--- src/tasf_pkg.sv ---
// ----------------------------------------------------------------------------
// tasf_pkg
// Shared types, constants and helpers of the two-axis stepper follower.
// ----------------------------------------------------------------------------
package tasf_pkg;

   localparam int POSITION_BITS = 24;
   localparam int FIELD_BITS    = 24;
   localparam int CFG_BITS      = 8;
   localparam int THR_BITS      = 2 * CFG_BITS;
   // error plus threshold must fit without overflow
   localparam int ERR_BITS      = ((POSITION_BITS + 1 > THR_BITS + 1) ?
                                   (POSITION_BITS + 1) : (THR_BITS + 1)) + 1;

   typedef logic signed [POSITION_BITS-1:0] pos_type;
   typedef logic signed [FIELD_BITS-1:0]    field_type;
   typedef logic signed [ERR_BITS-1:0]      err_type;
   typedef logic        [CFG_BITS-1:0]      cfg_type;
   typedef logic        [THR_BITS-1:0]      thr_type;
   typedef logic        [1:0]               phase_type;
   typedef logic        [3:0]               coils_type;

   // item opcodes
   localparam logic OP_TICK = 1'b0;
   localparam logic OP_LOAD = 1'b1;

   // register indexes
   localparam logic CSR_STEP_SIZE = 1'b0;
   localparam logic CSR_TOLERANCE = 1'b1;

   localparam cfg_type STEP_SIZE_RESET = 8'd12;
   localparam cfg_type TOLERANCE_RESET = 8'd4;

   // per-axis control from the top level
   typedef struct packed {
      logic update;   // item moves to the result stage this cycle
      logic load;     // item is a load, not a tick
   } axis_ctl_type;

   // full-step coil sequence
   function automatic coils_type coil_pattern(input phase_type idx);
      coils_type pat;
      case (idx)
         2'd0:    pat = 4'b1010;
         2'd1:    pat = 4'b1001;
         2'd2:    pat = 4'b0101;
         default: pat = 4'b0110;
      endcase
      return pat;
   endfunction

endpackage

--- src/tasf_csr.sv ---
// ----------------------------------------------------------------------------
// tasf_csr
// Configuration registers and the registered deadband threshold.
// ----------------------------------------------------------------------------
module tasf_csr
   import tasf_pkg::*;
(
   input  logic    clock,
   input  logic    reset,
   input  logic    csr_write,
   input  logic    csr_index,
   input  cfg_type csr_wdata,
   output cfg_type step_size,
   output thr_type threshold
);

   cfg_type step_size_ff, step_size_in;
   cfg_type tolerance_ff, tolerance_in;
   thr_type threshold_ff, threshold_in;

   always_comb begin
      step_size_in = step_size_ff;
      tolerance_in = tolerance_ff;
      if (csr_write) begin
         unique case (csr_index)
            CSR_STEP_SIZE: step_size_in = csr_wdata;
            CSR_TOLERANCE: tolerance_in = csr_wdata;
            default: ;
         endcase
      end
      threshold_in = thr_type'(step_size_ff) * thr_type'(tolerance_ff);
   end

   always_ff @(posedge clock) begin
      if (reset) begin
         step_size_ff <= STEP_SIZE_RESET;
         tolerance_ff <= TOLERANCE_RESET;
         threshold_ff <= thr_type'(STEP_SIZE_RESET) * thr_type'(TOLERANCE_RESET);
      end else begin
         step_size_ff <= step_size_in;
         tolerance_ff <= tolerance_in;
         threshold_ff <= threshold_in;
      end
   end

   assign step_size = step_size_ff;
   assign threshold = threshold_ff;

endmodule

--- src/tasf_axis.sv ---
// ----------------------------------------------------------------------------
// tasf_axis
// One axis: position and phase state, deadband compare and full step.
// ----------------------------------------------------------------------------
module tasf_axis
   import tasf_pkg::*;
(
   input  logic         clock,
   input  logic         reset,
   input  axis_ctl_type ctl,
   input  field_type    goal,
   input  field_type    load_value,
   input  cfg_type      step_size,
   input  thr_type      threshold,
   output coils_type    coils_next,
   output logic         arrived_next,
   output field_type    position_next
);

   pos_type   position_ff, position_in;
   phase_type phase_ff, phase_in;

   pos_type goal_pos;
   err_type err;
   err_type thr_ext;
   err_type err_plus_thr;
   err_type err_minus_thr;
   logic    step_fwd;
   logic    step_back;

   always_comb begin
      goal_pos      = pos_type'(goal);
      err           = err_type'(position_ff) - err_type'(goal_pos);
      thr_ext       = err_type'(threshold);
      err_plus_thr  = err + thr_ext;
      err_minus_thr = err - thr_ext;
      step_fwd      = err_plus_thr[ERR_BITS-1];      // err < -thr
      step_back     = !err_minus_thr[ERR_BITS-1];    // err >= thr

      position_in  = position_ff;
      phase_in     = phase_ff;
      arrived_next = 1'b0;
      if (ctl.load) begin
         position_in = pos_type'(load_value);
      end else if (step_fwd) begin
         position_in = position_ff + pos_type'(step_size);
         phase_in    = phase_ff + 2'd1;
      end else if (step_back) begin
         position_in = position_ff - pos_type'(step_size);
         phase_in    = phase_ff - 2'd1;
      end else begin
         arrived_next = 1'b1;
      end
   end

   always_ff @(posedge clock) begin
      if (reset) begin
         position_ff <= '0;
         phase_ff    <= '0;
      end else if (ctl.update) begin
         position_ff <= position_in;
         phase_ff    <= phase_in;
      end
   end

   assign coils_next    = coil_pattern(phase_in);
   assign position_next = field_type'(position_in);

endmodule

--- src/two_axis_stepper_follower.sv ---
// ----------------------------------------------------------------------------
// two_axis_stepper_follower
// Two-axis full-step position follower with deadband and position load.
// ----------------------------------------------------------------------------
// Usage:
//   req_* carries one item: op (tick or load), goals and load values for
//   both axes. It is taken when req_valid is high and req_stall is low.
//   rsp_* returns one result per item: coil patterns, arrived flags and
//   positions after the item. The result is taken when rsp_valid is high
//   and rsp_stall is low.
//   csr_* writes step_size (index 0) and tolerance_steps (index 1); write
//   only while no item is in flight.
// Timing:
//   An accepted item passes the input register, then the result register,
//   before its result handshake; the compare-and-step logic of each axis sits
//   between those two registers. One item per cycle sustained while rsp_stall
//   stays low. The threshold is a registered 8x8 product of the
//   configuration registers.
// Reset:
//   Synchronous, active high. Positions and phases clear to zero (coils
//   1010), step_size to 12, tolerance_steps to 4, both stages empty.
// Stall:
//   A stalled result holds; the input register still takes one more item,
//   then req_stall rises until the result is taken.
// ----------------------------------------------------------------------------
module two_axis_stepper_follower
   import tasf_pkg::*;
(
   input  logic      clock,
   input  logic      reset,
   // input items
   input  logic      req_valid,
   output logic      req_stall,
   input  logic      req_op,
   input  field_type req_goal_x,
   input  field_type req_goal_y,
   input  field_type req_load_x,
   input  field_type req_load_y,
   // result items
   output logic      rsp_valid,
   input  logic      rsp_stall,
   output coils_type rsp_coils_x,
   output coils_type rsp_coils_y,
   output logic      rsp_arrived_x,
   output logic      rsp_arrived_y,
   output field_type rsp_position_x,
   output field_type rsp_position_y,
   // configuration
   input  logic      csr_write,
   input  logic      csr_index,
   input  cfg_type   csr_wdata
);

   // input stage
   logic      in_valid_ff, in_valid_in;
   logic      op_ff;
   field_type goal_x_ff, goal_y_ff, load_x_ff, load_y_ff;

   // result stage
   logic      out_valid_ff, out_valid_in;
   coils_type coils_x_ff, coils_y_ff;
   logic      arrived_x_ff, arrived_y_ff;
   field_type position_x_ff, position_y_ff;

   logic         req_take;
   logic         advance;
   axis_ctl_type axis_ctl;

   cfg_type   step_size;
   thr_type   threshold;
   coils_type coils_x_next, coils_y_next;
   logic      arrived_x_next, arrived_y_next;
   field_type position_x_next, position_y_next;

   // item moves forward when the result register is empty or being drained
   assign advance   = in_valid_ff && (!out_valid_ff || !rsp_stall);
   assign req_stall = in_valid_ff && !advance;
   assign req_take  = req_valid && !req_stall;

   assign axis_ctl.update = advance;
   assign axis_ctl.load   = (op_ff == OP_LOAD);

   always_comb begin
      in_valid_in = in_valid_ff;
      if (req_take) begin
         in_valid_in = 1'b1;
      end else if (advance) begin
         in_valid_in = 1'b0;
      end
      out_valid_in = out_valid_ff && rsp_stall;
      if (advance) begin
         out_valid_in = 1'b1;
      end
   end

   always_ff @(posedge clock) begin
      if (reset) begin
         in_valid_ff  <= 1'b0;
         out_valid_ff <= 1'b0;
      end else begin
         in_valid_ff  <= in_valid_in;
         out_valid_ff <= out_valid_in;
      end
   end

   // payload registers, no reset
   always_ff @(posedge clock) begin
      if (req_take) begin
         op_ff     <= req_op;
         goal_x_ff <= req_goal_x;
         goal_y_ff <= req_goal_y;
         load_x_ff <= req_load_x;
         load_y_ff <= req_load_y;
      end
      if (advance) begin
         coils_x_ff    <= coils_x_next;
         coils_y_ff    <= coils_y_next;
         arrived_x_ff  <= arrived_x_next;
         arrived_y_ff  <= arrived_y_next;
         position_x_ff <= position_x_next;
         position_y_ff <= position_y_next;
      end
   end

   tasf_csr u_csr (
      .clock     (clock),
      .reset     (reset),
      .csr_write (csr_write),
      .csr_index (csr_index),
      .csr_wdata (csr_wdata),
      .step_size (step_size),
      .threshold (threshold)
   );

   tasf_axis u_axis_x (
      .clock         (clock),
      .reset         (reset),
      .ctl           (axis_ctl),
      .goal          (goal_x_ff),
      .load_value    (load_x_ff),
      .step_size     (step_size),
      .threshold     (threshold),
      .coils_next    (coils_x_next),
      .arrived_next  (arrived_x_next),
      .position_next (position_x_next)
   );

   tasf_axis u_axis_y (
      .clock         (clock),
      .reset         (reset),
      .ctl           (axis_ctl),
      .goal          (goal_y_ff),
      .load_value    (load_y_ff),
      .step_size     (step_size),
      .threshold     (threshold),
      .coils_next    (coils_y_next),
      .arrived_next  (arrived_y_next),
      .position_next (position_y_next)
   );

   assign rsp_valid      = out_valid_ff;
   assign rsp_coils_x    = coils_x_ff;
   assign rsp_coils_y    = coils_y_ff;
   assign rsp_arrived_x  = arrived_x_ff;
   assign rsp_arrived_y  = arrived_y_ff;
   assign rsp_position_x = position_x_ff;
   assign rsp_position_y = position_y_ff;

   // back-pressure only ever comes from a held item in the input stage
   assert property (@(posedge clock) disable iff (reset)
      !in_valid_ff |-> !req_stall)
      else $error("req_stall raised with empty input stage");

   // a load never reports arrival
   assert property (@(posedge clock) disable iff (reset)
      (advance && op_ff == OP_LOAD) |=> (!rsp_arrived_x && !rsp_arrived_y))
      else $error("arrived flag set on a load item");

   // coils_x stays on the full-step sequence
   assert property (@(posedge clock) disable iff (reset)
      rsp_valid |-> ((rsp_coils_x == 4'b1010) || (rsp_coils_x == 4'b1001) ||
                     (rsp_coils_x == 4'b0101) || (rsp_coils_x == 4'b0110)))
      else $error("coils_x off the full-step sequence");

   // a result that moves on while the input stage is empty leaves nothing behind
   assert property (@(posedge clock) disable iff (reset)
      (rsp_valid && !rsp_stall && !in_valid_ff) |=> !rsp_valid)
      else $error("result repeated after being taken");

endmodule

--- config.mk ---
export PLATFORM = sky130hd
export DESIGN_NAME = two_axis_stepper_follower
export DESIGN_NICKNAME = d
export VERILOG_FILES = /design/src/tasf_pkg.sv /design/src/tasf_csr.sv /design/src/tasf_axis.sv /design/src/two_axis_stepper_follower.sv
export SDC_FILE = /design/constraint.sdc
export NUM_CORES = 1
export LEC_CHECK = 0
export CORE_MARGIN = 10
export CORE_UTILIZATION = 34
export DETAILED_ROUTE_END_ITERATION = 8
export DONT_BUFFER_PORTS = 1
export GPL_TIMING_DRIVEN = 0
export SLEW_MARGIN = 20
export SYNTH_ARGS = -nofsm -noshare
export SYNTH_HDL_FRONTEND = slang
export SYNTH_SLANG_ARGS = --single-unit
--- constraint.sdc ---
create_clock -name clock -period 11.1 [get_ports clock]
set_clock_uncertainty 0.1 [all_clocks]
set_input_delay 1.11 -clock clock [delete_from_list [all_inputs] [get_ports clock]]
set_output_delay 1.11 -clock clock [all_outputs]
set_load 0.01 [all_outputs]
# Word level (Yosys, flattened, before mapping)
# Cells that the tools add are included.
# totals
regBits	241
inputBits	111
out_inout_bits	60
wordCells	75
# classes
n_addsub	14
multipliers	1
eq_ne	4
n_mux	19
n_bitwise	1
reduce_logical	16
# op_table
operator	n
two-way mux 24 bit	6
adder 26 x 17 -> 26 bit	2
subtractor 26 x 17 -> 26 bit	2
subtractor 24 x 24 -> 25 bit	2
adder 24 x 9 -> 24 bit	2
subtractor 24 x 9 -> 24 bit	2
one-hot mux 4 bit (3 select lines)	2
multiplier 8 x 8 -> 16 bit	1
two-way mux 2 bit	6
two-way mux 1 bit	5
adder 2 x 1 -> 2 bit (second input constant)	2
== test 2 x 1 -> 1 bit (second input constant)	2
== test 2 bit (second input constant)	2
logical AND 1 bit	4
logical NOT 1 bit	4
logical NOT 2 bit	2
AND reduction 2 bit	2
OR reduction 2 bit	2
subtractor 2 x 1 -> 2 bit (second input constant)	2
nonzero test 2 bit	1
logical OR 1 bit	1
inverter 1 bit	1

# Logic depth before layout (Yosys ltp)
# Gate-level depths: netlist of run 1.
# logic_depth
depth_word	8
mapped_depth	26
mapped_depth_nobuf	25

# Cells and area by module
# A second synthesis of run 1 with hierarchy kept.
# hier_totals
hier_cells	2220
hier_area_um2	19602.6
# by_module_without_submodules
module	n_inst	cells_each	area_per_inst_um2
tasf_axis at u_axis_x	1	882	5973.2
tasf_axis at u_axis_y	1	827	5808.1
two_axis_stepper_follower	1	165	4740.8
tasf_csr	1	346	3080.5

# Worst setup path after synthesis of run 1
# No wires, ideal clock.
# synth_timing
kind	input port to flip-flop
startpoint	in rsp_stall
endpoint	reg goal_x_ff[0], enable pin
arrival_time_ps	5639
setup_slack_ps	4796
stages	2
cell_sequence	and3_1 nor2b_1
# synth_via
elab_chain_len	7
# synth_rtl
element	line_no	rtl
from (decl)	two_axis_stepper_follower.sv:41	input logic rsp_stall,
logical NOT 1 bit	two_axis_stepper_follower.sv:76	assign advance = in_valid_ff && (!out_valid_ff || !rsp_stall);
logical OR 1 bit	two_axis_stepper_follower.sv:76	
logical AND 1 bit	two_axis_stepper_follower.sv:76	
logical NOT 1 bit	two_axis_stepper_follower.sv:77	assign req_stall = in_valid_ff && !advance;
logical AND 1 bit	two_axis_stepper_follower.sv:77	
logical NOT 1 bit	two_axis_stepper_follower.sv:78	assign req_take = req_valid && !req_stall;
logical AND 1 bit	two_axis_stepper_follower.sv:78	
to (signal assigned)	two_axis_stepper_follower.sv:110	goal_x_ff <= req_goal_x;
to (decl)	two_axis_stepper_follower.sv:57	field_type goal_x_ff, goal_y_ff, load_x_ff, load_y_ff;
# No other way between the ends.
# A chain may end at the register's enable or synchronous reset.

# Worst setup path after layout of run 1
# layout_timing
startpoint	reg u_axis_y.position_ff[1]
endpoint	reg coils_y_ff[2] (netlist: rsp_coils_y[2]) (data pin)
# layout_via
elab_chain_len	7
word_cells_on_any_way	10
# layout_rtl
element	line_no	rtl
from (decl)	tasf_axis.sv:20	pos_type position_ff, position_in;
from (signal assigned)	tasf_axis.sv:61	position_ff <= position_in;
subtractor 24 x 24 -> 25 bit *	tasf_axis.sv:33	err = err_type'(position_ff) - err_type'(goal_pos);
subtractor 26 x 17 -> 26 bit	tasf_axis.sv:36	err_minus_thr = err - thr_ext;
two-way mux 2 bit	tasf_axis.sv:48	end else if (step_back) begin
two-way mux 2 bit *	tasf_axis.sv:45	end else if (step_fwd) begin
two-way mux 2 bit *	tasf_axis.sv:43	if (ctl.load) begin
named net u_axis_y.phase_in[1]	tasf_axis.sv:21	phase_type phase_ff, phase_in;
== test 2 bit, or another cell as far along	tasf_pkg.sv:43	case (idx)
one-hot mux 4 bit (3 select lines) *	tasf_pkg.sv:43	
named net coils_y_next[2]	two_axis_stepper_follower.sv:71	coils_type coils_x_next, coils_y_next;
to (signal assigned)	two_axis_stepper_follower.sv:117	coils_y_ff <= coils_y_next;
to (decl)	two_axis_stepper_follower.sv:61	coils_type coils_x_ff, coils_y_ff;
# The timed path passes the listed nets; every way through them passes the cells marked *.

==> results of run 1 <==
through the flow:
stage,instances,utilization (%),hold WS [ps],setup WS (ps)
5_1_grt,2921,37.95,453.1,4187
6_report,2921,37.95,401.7,4470
3_3_place_gp,2863,35.98,368.3,2398
4_1_cts,2921,37.95,405.0,4558
3_5_place_dp,2867,36.15,387.5,4605
2_1_floorplan,2115,-,350.2,4796
where the power goes:
group | internal [mW] | switching (mW) | total (mW)
Combinational | 0.334 | 0.606 | 0.941
Clock | 0.570 | 0.417 | 0.987
Sequential | 1.03 | 0.0910 | 1.13
Total | 1.94 | 1.11 | 3.05
final timing paths:
| kind | to | slack (ps) | start | cells past startpoint |
|---|---|---|---|---|
| min | rsp_valid | 400 | in_valid_ff | 2 |
| max | rsp_coils_y[2] | 4470 | u_axis_y.position_ff[1] | 22 |
| max reg2reg | rsp_coils_y[2] | 4470 | u_axis_y.position_ff[1] | 22 |
| min reg2reg | rsp_valid | 400 | in_valid_ff | 2 |
area by class of cell:
class,count,area (um2)
tap,748,935.9
timing repair buffer,4,80.08
clock inverter,15,138.9
buffer,97,412.9
fill,5629,34180
sequential,241,6376
inverter,184,690.7
multi-input combinational,1593,11420
clock buffer,39,855.8
worst reg2reg max path, stage by stage, from the launching register on:
cell and delay [ps]:
dfxtp_1 470, inv_1 220, fa_1 480, nor2b_1 180, o2111ai_1 310, and3_1 340, o21ai_0 250, and2_1 190
nor2_1 90, ha_1 340, and4b_1 280, o211ai_1 110, a21oi_1 200, and4b_1 230, o41ai_1 590, nor4b_4 110
a31oi_2 500, buf_2 380, mux2i_1 160, nor2_1 210, xor2_1 140, ha_1 210, or2_2 290
per-layer routing:
layer / wire length [um] / track usage [%] / part of all wire [%] / vias up
met1: 31580 / 27.89 / 46 / 8184
met2: 30080 / 31.44 / 44 / 712
met4: 2500 / 6.927 / 3.6 / 0
li1: - / - / - / 7792
met3: 4786 / 3.262 / 6.9 / 133
met5: 0 / 0 / 0 / -
registers in the layout (all words and copies together) (netlist names):
register,cells
u_axis_y.position_ff,24
goal_y_ff,24
in_valid_ff,1
rsp_coils_y,4
load_y_ff,24
u_csr.step_size,8
rsp_coils_x,4
u_csr.threshold,16
rsp_valid,1
goal_x_ff,24
rsp_position_x,24
u_axis_x.phase_ff,2
rsp_position_y,24
u_csr.tolerance_ff,8
u_axis_y.phase_ff,2
op_ff,1
rsp_arrived_y,1
load_x_ff,24
rsp_arrived_x,1
u_axis_x.position_ff,24
Yosys cell counts, types with 19 or more instances:
| library cell | instances |
|---|---|
| a21o_1 | 28 |
| a21oi_1 | 155 |
| a31oi_1 | 48 |
| and2_1 | 45 |
| and3_1 | 34 |
| buf_2 | 20 |
| clkbuf_1 | 67 |
| dfxtp_1 | 86 |
| edfxtp_1 | 155 |
| fa_1 | 42 |
| ha_1 | 194 |
| inv_1 | 183 |
| nand2_1 | 187 |
| nand3_1 | 55 |
| nand4_1 | 24 |
| nor2_1 | 131 |
| nor2b_1 | 36 |
| nor3_1 | 66 |
| o211ai_1 | 37 |
| o21a_1 | 19 |
| o21ai_0 | 114 |
| or2_2 | 22 |
| or3_1 | 27 |
| xnor2_1 | 32 |
| xor2_1 | 25 |
logic make-up (layout without fill, tap and decap cells):
| family | count (synthesis) | count (layout) | share of synthesized area, % |
|---|---|---|---|
| buf+inv | 281 | 339 | 5.823 |
| compound gates | 577 | 577 | 20.23 |
| mux | 10 | 10 | 0.5498 |
| flops | 241 | 241 | 33.76 |
| simple gates | 713 | 713 | 19.69 |
| xor+xnor | 57 | 57 | 2.643 |
| fa+ha+maj | 236 | 236 | 17.30 |
==> impl_metrics.prom, run 1 <==
# TYPE chip_impl_metric gauge
chip_impl_info{name="run_status",value="finished clean"} 1
chip_impl_metric{name="drt.antenna.violating_nets",unit=""} 0
chip_impl_info{name="setup_repair_after_global_routing_missed_its_margin",value="false"} 1
chip_impl_metric{name="worstMarginPinSlew",unit="ps"} 1186
chip_impl_metric{name="clock_latency",unit="ps"} 620
chip_impl_metric{name="ctsResizeCount",unit=""} 0
chip_impl_metric{name="power-per-cell-area",unit="nW/um2"} 146.0
chip_impl_metric{name="final.setup.tns",unit="ps"} 0
chip_impl_metric{name="post_drt_wl_per_cell",unit="um"} 23.60
chip_impl_metric{name="grt_max_degree",unit=""} 37
chip_impl_metric{name="power.ir.vdd_worst",unit="V"} 0.0001350
chip_impl_metric{name="grt_resource_usage_total",unit="%"} 20.19
chip_impl_info{name="clock-root-buffer",value="clkbuf_16"} 1
chip_impl_metric{name="initial_utilization",unit="%"} 34.28
chip_impl_metric{name="drv.max_cap_violation_count",unit=""} 0
chip_impl_metric{name="finish.net_count",unit=""} 2497
chip_impl_metric{name="final-setup-viol-count",unit=""} 0
chip_impl_info{name="critical_path.startpoint_type",value="flip-flop"} 1
chip_impl_metric{name="drt-initial-drc-count",unit=""} 1512
chip_impl_info{name="endpoint_kind",value="flip-flop"} 1
chip_impl_metric{name="total_wire_length_after_detailed_routing",unit="um"} 68950
chip_impl_info{name="critical_path.cell_chain",value="inv_1 > fa_1 > nor2b_1 > o2111ai_1 > and3_1 > o21ai_0 > and2_1 > nor2_1 > ha_1 > and4b_1 > o211ai_1 > a21oi_1 > and4b_1 > o41ai_1 > nor4b_4 > a31oi_2 > buf_2 > mux2i_1 > nor2_1 > xor2_1 > ha_1 > or2_2"} 1
chip_impl_metric{name="tritoncts_num_sinks",unit=""} 241
chip_impl_metric{name="post_dp_cell_area",unit="um2"} 19920
chip_impl_metric{name="synthesis.area_per_instance",unit="um2"} 8.931
chip_impl_metric{name="fin_crit",unit="ps"} 6630
chip_impl_metric{name="floorplan.core_area",unit="um2"} 55090
chip_impl_metric{name="share_of_final_layout_standard_cells_stronger_than_drive_strength_1",unit="%"} 6.121
chip_impl_metric{name="postSynthRegisterBits",unit=""} 241
chip_impl_metric{name="p_leak",unit="nW"} 8.498
chip_impl_metric{name="die_w",unit="um"} 255.7
chip_impl_metric{name="num_rows",unit=""} 86
chip_impl_metric{name="cts.reportedPaths.clkPinSlew",unit="ps"} 70
chip_impl_metric{name="critical_path_required",unit="ps"} 11360
chip_impl_metric{name="area.growth.synth_to_final",unit="%"} 10.71
chip_impl_info{name="synth-main-ff-cell",value="edfxtp_1"} 1
chip_impl_metric{name="clock_path_buffers",unit=""} 3
chip_impl_metric{name="die_y",unit="um"} 255.7
chip_impl_metric{name="synth_enable_flop_cells",unit=""} 155
chip_impl_metric{name="max_clock_freq",unit="MHz"} 150.8
chip_impl_metric{name="numCtsBuffers",unit=""} 29
chip_impl_info{name="yosysTopAreaCell",value="edfxtp_1"} 1
chip_impl_metric{name="grt_first_pass_wirelength",unit="um"} 102700
chip_impl_metric{name="grt_antenna_before_repair",unit=""} 0
chip_impl_metric{name="netlist_instances",unit=""} 2115
chip_impl_metric{name="total_inserted_antenna_cells",unit=""} 0
chip_impl_metric{name="fin_area",unit="um2"} 20910
chip_impl_metric{name="pin_count",unit=""} 171
chip_impl_metric{name="cts_hold_buffers_added",unit=""} 0
chip_impl_metric{name="number_of_global_route_vias_before_repair",unit=""} 16320
chip_impl_metric{name="share_of_the_clock_period_used_by_the_worst_path",unit="%"} 59.73
chip_impl_metric{name="cts-htree-levels",unit=""} 1
chip_impl_metric{name="viasPerCell",unit=""} 5.759
chip_impl_metric{name="timing.critical_path.slowest_cell_delay",unit="ps"} 590
chip_impl_info{name="most-common-layout-cells",value="194 x ha_1, 187 x nand2_1, 183 x inv_1"} 1
chip_impl_metric{name="synth.top_cell.area_share",unit="%"} 24.64
chip_impl_metric{name="globalRouteOverflowTotal",unit=""} 0
chip_impl_metric{name="synth.lib_cells_used.distinct",unit=""} 91
chip_impl_info{name="final_common_cell",value="ha_1"} 1
chip_impl_metric{name="yosys_warnings",unit=""} 0
chip_impl_metric{name="number_of_setup_buffers_added_after_cts",unit=""} 0
chip_impl_metric{name="worst_ep_arrival_time",unit="ps"} 6890
chip_impl_metric{name="port_buffers",unit=""} 0
chip_impl_metric{name="synth.yosys.seq_area_share",unit="%"} 33.76
chip_impl_metric{name="worst-path-buf-inv",unit=""} 2
chip_impl_metric{name="dr.pass1.iters",unit=""} 7
chip_impl_info{name="setup.worst_path.class",value="flip-flop to flip-flop"} 1
chip_impl_metric{name="syn_nets",unit=""} 2462
chip_impl_info{name="holdCritPathClass",value="flip-flop to flip-flop"} 1
chip_impl_metric{name="max-slew-margin-rel",unit="%"} 20.10
chip_impl_metric{name="count_of_endpoints_failing_hold_in_the_final_timing_report",unit=""} 0
chip_impl_info{name="crit_slowest_cell",value="o41ai_1"} 1
chip_impl_info{name="synth_area_leaders",value="edfxtp_1 25%, ha_1 13%, dfxtp_1 9.1%, fa_1 4.5%, a21oi_1 4.1%"} 1
chip_impl_metric{name="synth_area",unit="um2"} 18890
chip_impl_metric{name="post_dp_hpwl",unit="um"} 54710
chip_impl_metric{name="route.vias.total",unit=""} 16820
chip_impl_info{name="critical-path-top-delay-family",value="compound AO/OA/AOI/OAI gates"} 1
chip_impl_metric{name="final-max-slew-violation-count",unit=""} 0
chip_impl_metric{name="power.total",unit="mW"} 3.053
chip_impl_metric{name="gp_congestion",unit=""} 0.9694
chip_impl_metric{name="route.detailed.drc",unit=""} 0
chip_impl_metric{name="postSynth.asyncResetShare",unit="%"} 0
chip_impl_info{name="cts_tree",value="done"} 1
chip_impl_metric{name="floorplan.die_area",unit="um2"} 65380
chip_impl_metric{name="cp_max_fo",unit=""} 10
No activity file was read; power rests on OpenSTA's default activity.
==> run 2: changes to the inputs <==
==> constraint.sdc (replaced) <==
create_clock -name clock -period 6.8 [get_ports clock]
set_clock_uncertainty 0.1 [all_clocks]
set_input_delay 0.68 -clock clock [delete_from_list [all_inputs] [get_ports clock]]
set_output_delay 0.68 -clock clock [all_outputs]
set_load 0.01 [all_outputs]
==> impl_metrics.prom, run 2 (synthesized netlist as in run 1, its figures left out) <==
# TYPE chip_impl_metric gauge
chip_impl_metric{name="worst_ep_arrival_time",unit="ps"} 6740
chip_impl_info{name="setup_repair_after_global_routing_missed_its_margin",value="false"} 1
chip_impl_info{name="timing.rr.end",value="rsp_coils_y[2]"} 1
chip_impl_metric{name="clock_latency",unit="ps"} 610
chip_impl_metric{name="dr.pass1.iters",unit=""} 5
chip_impl_metric{name="gp_congestion",unit=""} 0.9694
chip_impl_info{name="run_status",value="finished clean"} 1
chip_impl_metric{name="cp_max_fo",unit=""} 10
chip_impl_metric{name="drt-initial-drc-count",unit=""} 1522
chip_impl_metric{name="globalRouteOverflowTotal",unit=""} 0
chip_impl_metric{name="grt_max_degree",unit=""} 37
chip_impl_info{name="final_common_cell",value="ha_1"} 1
chip_impl_metric{name="floorplan.die_area",unit="um2"} 65380
chip_impl_metric{name="max-slew-margin-rel",unit="%"} 20.10
chip_impl_info{name="endpoint_kind",value="flip-flop"} 1
chip_impl_info{name="critical_path.startpoint_type",value="flip-flop"} 1
chip_impl_info{name="critical_path.cell_chain",value="inv_1 > fa_1 > nor2b_1 > o2111ai_1 > and3_1 > o21ai_0 > and2_1 > o21ai_0 > nand2b_1 > xor2_1 > ha_1 > nor2b_1 > o21ai_0 > a21boi_0 > a311o_1 > o2111ai_1 > nor4b_4 > a21oi_2 > buf_2 > mux2i_1 > nor2_1 > xor2_1 > ha_1 > or2_2"} 1
chip_impl_metric{name="worstMarginPinSlew",unit="ps"} 1186
chip_impl_metric{name="share_of_the_clock_period_used_by_the_worst_path",unit="%"} 95.30
chip_impl_metric{name="clock_path_buffers",unit=""} 3
chip_impl_metric{name="grt_antenna_before_repair",unit=""} 0
chip_impl_metric{name="grt_resource_usage_total",unit="%"} 20.19
chip_impl_metric{name="fin_crit",unit="ps"} 6481
chip_impl_metric{name="max_clock_freq",unit="MHz"} 154.3
chip_impl_metric{name="holdWs",unit="ps"} 61.28
chip_impl_metric{name="tritoncts_num_sinks",unit=""} 241
chip_impl_metric{name="number_of_global_route_vias_before_repair",unit=""} 16320
chip_impl_metric{name="cts_hold_buffers_added",unit=""} 0
chip_impl_metric{name="pin_count",unit=""} 171
chip_impl_metric{name="drt.antenna.violating_nets",unit=""} 0
chip_impl_metric{name="post_dp_hpwl",unit="um"} 54710
chip_impl_metric{name="final-max-slew-violation-count",unit=""} 0
chip_impl_info{name="holdCritPathClass",value="input port to flip-flop"} 1
chip_impl_metric{name="floorplan.core_area",unit="um2"} 55090
chip_impl_metric{name="critical_path_required",unit="ps"} 7060
chip_impl_metric{name="viasPerCell",unit=""} 5.735
chip_impl_metric{name="num_rows",unit=""} 86
chip_impl_metric{name="place_worst_setup_slack",unit="ps"} 304.5
chip_impl_metric{name="timing.critical_path.slowest_cell_delay",unit="ps"} 550
chip_impl_metric{name="finalWorstSetupSlack",unit="ps"} 319.3
chip_impl_metric{name="p_leak",unit="nW"} 8.502
chip_impl_metric{name="worst-path-buf-inv",unit=""} 2
chip_impl_info{name="critPathLaunch",value="u_axis_y.position_ff[1]"} 1
chip_impl_metric{name="cts-htree-levels",unit=""} 1
chip_impl_metric{name="total_wire_length_after_detailed_routing",unit="um"} 68860
chip_impl_info{name="critPathCapture",value="rsp_coils_y[2]"} 1
chip_impl_metric{name="count_of_endpoints_failing_hold_in_the_final_timing_report",unit=""} 0
chip_impl_metric{name="route.vias.total",unit=""} 16750
chip_impl_metric{name="worst-r2r-setup-slack",unit="ps"} 320
chip_impl_metric{name="post_drt_wl_per_cell",unit="um"} 23.57
chip_impl_metric{name="initial_utilization",unit="%"} 34.28
chip_impl_info{name="crit-reg2reg-launch",value="u_axis_y.position_ff[1]"} 1
chip_impl_metric{name="port_buffers",unit=""} 0
chip_impl_metric{name="power-per-cell-area",unit="nW/um2"} 238.2
chip_impl_info{name="critical_path.most_common_cell",value="o21ai_0"} 1
chip_impl_info{name="setup.worst_path.class",value="flip-flop to flip-flop"} 1
chip_impl_info{name="critical-path-top-delay-family",value="simple AND/OR/NAND/NOR gates"} 1
chip_impl_metric{name="grt_first_pass_wirelength",unit="um"} 102700
chip_impl_metric{name="die_w",unit="um"} 255.7
chip_impl_metric{name="power.ir.vdd_worst",unit="V"} 0.0002203
chip_impl_info{name="most-common-layout-cells",value="194 x ha_1, 187 x nand2_1, 183 x inv_1"} 1
chip_impl_metric{name="cp.depth",unit=""} 24
chip_impl_metric{name="total_inserted_antenna_cells",unit=""} 0
chip_impl_info{name="worstHoldStart",value="req_load_x[18]"} 1
chip_impl_metric{name="die_y",unit="um"} 255.7
chip_impl_info{name="crit_slowest_cell",value="nor4b_4"} 1
chip_impl_metric{name="share_of_final_layout_standard_cells_stronger_than_drive_strength_1",unit="%"} 6.167
chip_impl_info{name="cts_tree",value="done"} 1
chip_impl_metric{name="finish.net_count",unit=""} 2497
chip_impl_info{name="clock-root-buffer",value="clkbuf_16"} 1
chip_impl_metric{name="cts.reportedPaths.clkPinSlew",unit="ps"} 70
chip_impl_metric{name="numCtsBuffers",unit=""} 29
chip_impl_metric{name="worstRegToRegCells",unit=""} 24
chip_impl_metric{name="drv.max_cap_violation_count",unit=""} 0
chip_impl_metric{name="area.growth.synth_to_final",unit="%"} 10.74
chip_impl_metric{name="final-setup-viol-count",unit=""} 0
chip_impl_metric{name="route.detailed.drc",unit=""} 0
## run 2: changes by cell type in the layout (fill, tap and decap cells not counted)
cell	delta
o41ai_2	+1
o41ai_1	-1
## run 2: power by group
group,total (mW),switching [mW],internal [mW]
Combinational,1.54,0.990,0.547
Sequential,1.84,0.148,1.69
Clock,1.61,0.679,0.930
## run 2: metal layers
layer / share of wire [%] / up-vias / track usage, % / wire length, um
met2: 44 / 694 / 31.44 / 30170
met1: 46 / 8142 / 27.89 / 31450
met4: 3.5 / 0 / 6.927 / 2396
met5: 0 / - / 0 / 0
li1: - / 7794 / - / -
met3: 7.0 / 121 / 3.262 / 4839
## run 2: worst min path at each step
stage,end,depth (start not counted)
final,load_x_ff[18],0
after CTS,load_x_ff[18],0
after detailed placement,rsp_valid,2
after floorplan,rsp_valid,2
after global routing,load_y_ff[18],0
after global placement,rsp_valid,2
## run 2: what timing repair did
action	CTS	global route
gates resized for setup	0	1
setup endpoints to repair	0	2
buffers inserted	0	0
## run 2: layout make-up
class,count,area (um2)
fillers,5627,34180
multi-input cells,1593,11430
flip-flops and latches,241,6376
well taps,748,935.9
clock buffers,39,855.8
inverters,184,690.7
plain buffers,97,412.9
clock inverters,15,138.9
repair buffers,4,80.08
## run 2: through the flow
stage	util [%]	TNS, ps	std cells	area (um2)	power (mW)
after floorplan	-	0	2115	18890	2.866
after global placement	35.98	-141420	2863	19820	3.335
after detailed placement	36.15	0	2867	19920	3.362
after CTS	37.95	0	2921	20910	4.981
after global routing	37.97	0	2921	20920	5.248
final	37.97	0	2921	20920	4.983
==> run 3: changes to the inputs <==
--- a/config.mk
+++ b/config.mk
@@ -10,6 +10,7 @@
 export DETAILED_ROUTE_END_ITERATION = 8
 export DONT_BUFFER_PORTS = 1
 export GPL_TIMING_DRIVEN = 0
+export PLACE_DENSITY = 0.59
 export SLEW_MARGIN = 20
 export SYNTH_ARGS = -nofsm -noshare
 export SYNTH_HDL_FRONTEND = slang
==> impl_metrics.prom, run 3 (synthesized netlist as in run 1, its figures left out) <==
# TYPE chip_impl_metric gauge
chip_impl_info{name="run_status",value="finished clean"} 1
chip_impl_info{name="holdCritPathClass",value="input port to flip-flop"} 1
chip_impl_metric{name="power.ir.vdd_worst",unit="V"} 0.0002145
chip_impl_metric{name="clk_network_pwr_share",unit="%"} 30.4
chip_impl_metric{name="area.growth.synth_to_final",unit="%"} 10.32
chip_impl_metric{name="max-slew-margin-rel",unit="%"} 31.16
chip_impl_metric{name="tritoncts_num_sinks",unit=""} 241
chip_impl_metric{name="cts_hold_buffers_added",unit=""} 0
chip_impl_info{name="grt_most_used_layer",value="met2"} 1
chip_impl_metric{name="worstMarginPinSlew",unit="ps"} 1022
chip_impl_metric{name="final-setup-viol-count",unit=""} 0
chip_impl_metric{name="sw_frac_of_total",unit="%"} 37.27
chip_impl_info{name="crit_slowest_cell",value="o2111ai_1"} 1
chip_impl_metric{name="seq_power_share",unit="%"} 38.0
chip_impl_metric{name="max_clock_freq",unit="MHz"} 150.9
chip_impl_metric{name="global_route.usage.met2",unit="%"} 31.45
chip_impl_metric{name="share_of_final_layout_standard_cells_stronger_than_drive_strength_1",unit="%"} 5.896
chip_impl_metric{name="globalRouteOverflowTotal",unit=""} 0
chip_impl_metric{name="clock_path_buffers",unit=""} 3
chip_impl_metric{name="cts.reportedPaths.clkPinSlew",unit="ps"} 60
chip_impl_metric{name="final-max-slew-violation-count",unit=""} 0
chip_impl_metric{name="cts-htree-levels",unit=""} 1
chip_impl_info{name="critPathLaunch",value="goal_y_ff[1]"} 1
chip_impl_metric{name="layout.area.seq",unit="um2"} 6376
chip_impl_metric{name="total_inserted_antenna_cells",unit=""} 0
chip_impl_metric{name="drv.max_cap_violation_count",unit=""} 0
chip_impl_info{name="crit-reg2reg-launch",value="goal_y_ff[1]"} 1
chip_impl_metric{name="timing.critical_path.slowest_cell_delay",unit="ps"} 670
chip_impl_metric{name="place_worst_setup_slack",unit="ps"} 381.1
chip_impl_metric{name="grt_first_pass_wirelength",unit="um"} 102800
chip_impl_metric{name="total_wire_length_after_detailed_routing",unit="um"} 69830
chip_impl_metric{name="comb_power_share",unit="%"} 31.7
chip_impl_metric{name="numCtsBuffers",unit=""} 28
chip_impl_metric{name="power_report.internal_total",unit="mW"} 3.035
chip_impl_metric{name="die_w",unit="um"} 255.7
chip_impl_metric{name="initial_utilization",unit="%"} 34.28
chip_impl_metric{name="post_drt_wl_per_cell",unit="um"} 23.92
chip_impl_metric{name="port_buffers",unit=""} 0
chip_impl_info{name="setup_repair_after_global_routing_missed_its_margin",value="false"} 1
chip_impl_info{name="cts_tree",value="done"} 1
chip_impl_metric{name="route.detailed.drc",unit=""} 0
chip_impl_metric{name="fin_crit",unit="ps"} 6625
chip_impl_metric{name="floorplan.die_area",unit="um2"} 65380
chip_impl_info{name="clock-root-buffer",value="clkbuf_16"} 1
chip_impl_metric{name="drt-initial-drc-count",unit=""} 1680
chip_impl_metric{name="viasPerCell",unit=""} 5.737
chip_impl_metric{name="final_layout_fill_cell_count",unit=""} 5596
chip_impl_metric{name="dr.pass1.iters",unit=""} 6
chip_impl_metric{name="finish.net_count",unit=""} 2497
chip_impl_metric{name="die_y",unit="um"} 255.7
chip_impl_metric{name="grt_util_met3",unit="%"} 3.489
chip_impl_metric{name="grt_max_degree",unit=""} 43
chip_impl_metric{name="post_dp_hpwl",unit="um"} 54890
chip_impl_info{name="setup.worst_path.class",value="flip-flop to flip-flop"} 1
chip_impl_metric{name="drt.antenna.violating_nets",unit=""} 0
chip_impl_metric{name="holdWs",unit="ps"} 62.83
chip_impl_metric{name="pin_count",unit=""} 171
chip_impl_info{name="critical_path.cell_chain",value="inv_1 > ha_1 > nor2b_1 > o2111ai_1 > a211oi_2 > o21ai_0 > nand2_1 > xor2_1 > ha_1 > nor3_1 > o2111a_1 > a311o_1 > o2111ai_1 > nor4b_4 > a21oi_2 > buf_2 > mux2i_1 > nor2_1 > xor2_1 > ha_1 > or2_2"} 1
chip_impl_metric{name="count_of_endpoints_failing_hold_in_the_final_timing_report",unit=""} 0
chip_impl_metric{name="grt_antenna_before_repair",unit=""} 1
chip_impl_metric{name="finalWorstSetupSlack",unit="ps"} 174.9
chip_impl_metric{name="critical_path_required",unit="ps"} 7060
chip_impl_metric{name="cp_max_fo",unit=""} 10
chip_impl_metric{name="multi_input_comb_area",unit="um2"} 11430
chip_impl_metric{name="p_leak",unit="nW"} 8.435
chip_impl_metric{name="worst-path-buf-inv",unit=""} 2
chip_impl_metric{name="gp_congestion",unit=""} 0.9539
chip_impl_info{name="critical-path-top-delay-family",value="compound AO/OA/AOI/OAI gates"} 1
chip_impl_metric{name="worst_ep_arrival_time",unit="ps"} 6890
chip_impl_info{name="endpoint_kind",value="flip-flop"} 1
chip_impl_metric{name="grt_resource_usage_total",unit="%"} 20.40
chip_impl_info{name="final_common_cell",value="ha_1"} 1
chip_impl_metric{name="num_rows",unit=""} 86
chip_impl_metric{name="power-per-cell-area",unit="nW/um2"} 232.2
chip_impl_info{name="critical_path.startpoint_type",value="flip-flop"} 1
chip_impl_metric{name="route.vias.total",unit=""} 16750
chip_impl_metric{name="share_of_the_clock_period_used_by_the_worst_path",unit="%"} 97.43
chip_impl_info{name="worstHoldStart",value="req_goal_x[0]"} 1
chip_impl_metric{name="floorplan.core_area",unit="um2"} 55090
chip_impl_metric{name="clock_latency",unit="ps"} 610
chip_impl_metric{name="met1_capacity_usage_during_global_routing",unit="%"} 27.83
chip_impl_metric{name="number_of_global_route_vias_before_repair",unit=""} 15960
chip_impl_metric{name="power.switching",unit="mW"} 1.803
chip_impl_info{name="critical_path.most_common_cell",value="ha_1"} 1
chip_impl_info{name="most-common-layout-cells",value="194 x ha_1, 187 x nand2_1, 183 x inv_1"} 1
[run 3: cell count changes in the layout (fill, tap and decap cells not counted), sizes merged]
cell      delta
inv          -3
clkinv       +2
clkinvlp     +5
clkbuf       -6
[run 3: timing repair]
item                       4_1_cts  5_1_grt
setup endpoints to repair        0        1
setup buffers                    0        0
gates resized for setup          0        1
hold endpoints to repair         0        0
[run 3: worst paths after layout]
| kind | slack, ps | endpoint | depth (start not counted) |
|---|---|---|---|
| worst max-delay path | 170 | rsp_coils_y[2] | 21 |
| worst min-delay path | 60 | goal_x_ff[0] | 0 |
| worst max register to register | 170 | rsp_coils_y[2] | 21 |
| worst min register to register | 400 | rsp_valid | 2 |
[run 3: per-stage QoR]
stage | power, mW | std cells | TNS (ps) | cell area, um2 | utilization (%)
after floorplan | 2.866 | 2115 | 0 | 18890 | -
after global placement | 3.339 | 2863 | -163350 | 19820 | 35.98
after detailed placement | 3.360 | 2868 | 0 | 19950 | 36.21
after CTS | 4.849 | 2919 | 0 | 20830 | 37.81
after global routing | 5.098 | 2919 | 0 | 20840 | 37.82
final | 4.838 | 2919 | 0 | 20840 | 37.82
[run 3: metal layers]
metal,wire [um],share of wire (%)
met1,31240,45
met3,5067,7.3
met2,30420,44
met4,3094,4.4
met5,11,0.016
[run 3: layout make-up]
type                       count  share of cell area (%)
sequential                   241                   30.60
multi-input combinational   1593                   54.84
buffer                        97                   1.988
tap                          748                   4.491
inverter                     184                   3.315
clock inverter                19                  0.7806
clock buffer                  32                   3.435
timing repair buffer           5                  0.5524
[run 3: power by group through the flow]
stage	Sequential [mW]	Combinational, mW	Clock (mW)
2_1_floorplan	1.79	1.07	0
3_3_place_gp	1.87	1.47	0
3_5_place_dp	1.86	1.50	0
4_1_cts	1.83	1.51	1.51
5_1_grt	1.84	1.69	1.56
6_report	1.84	1.53	1.47
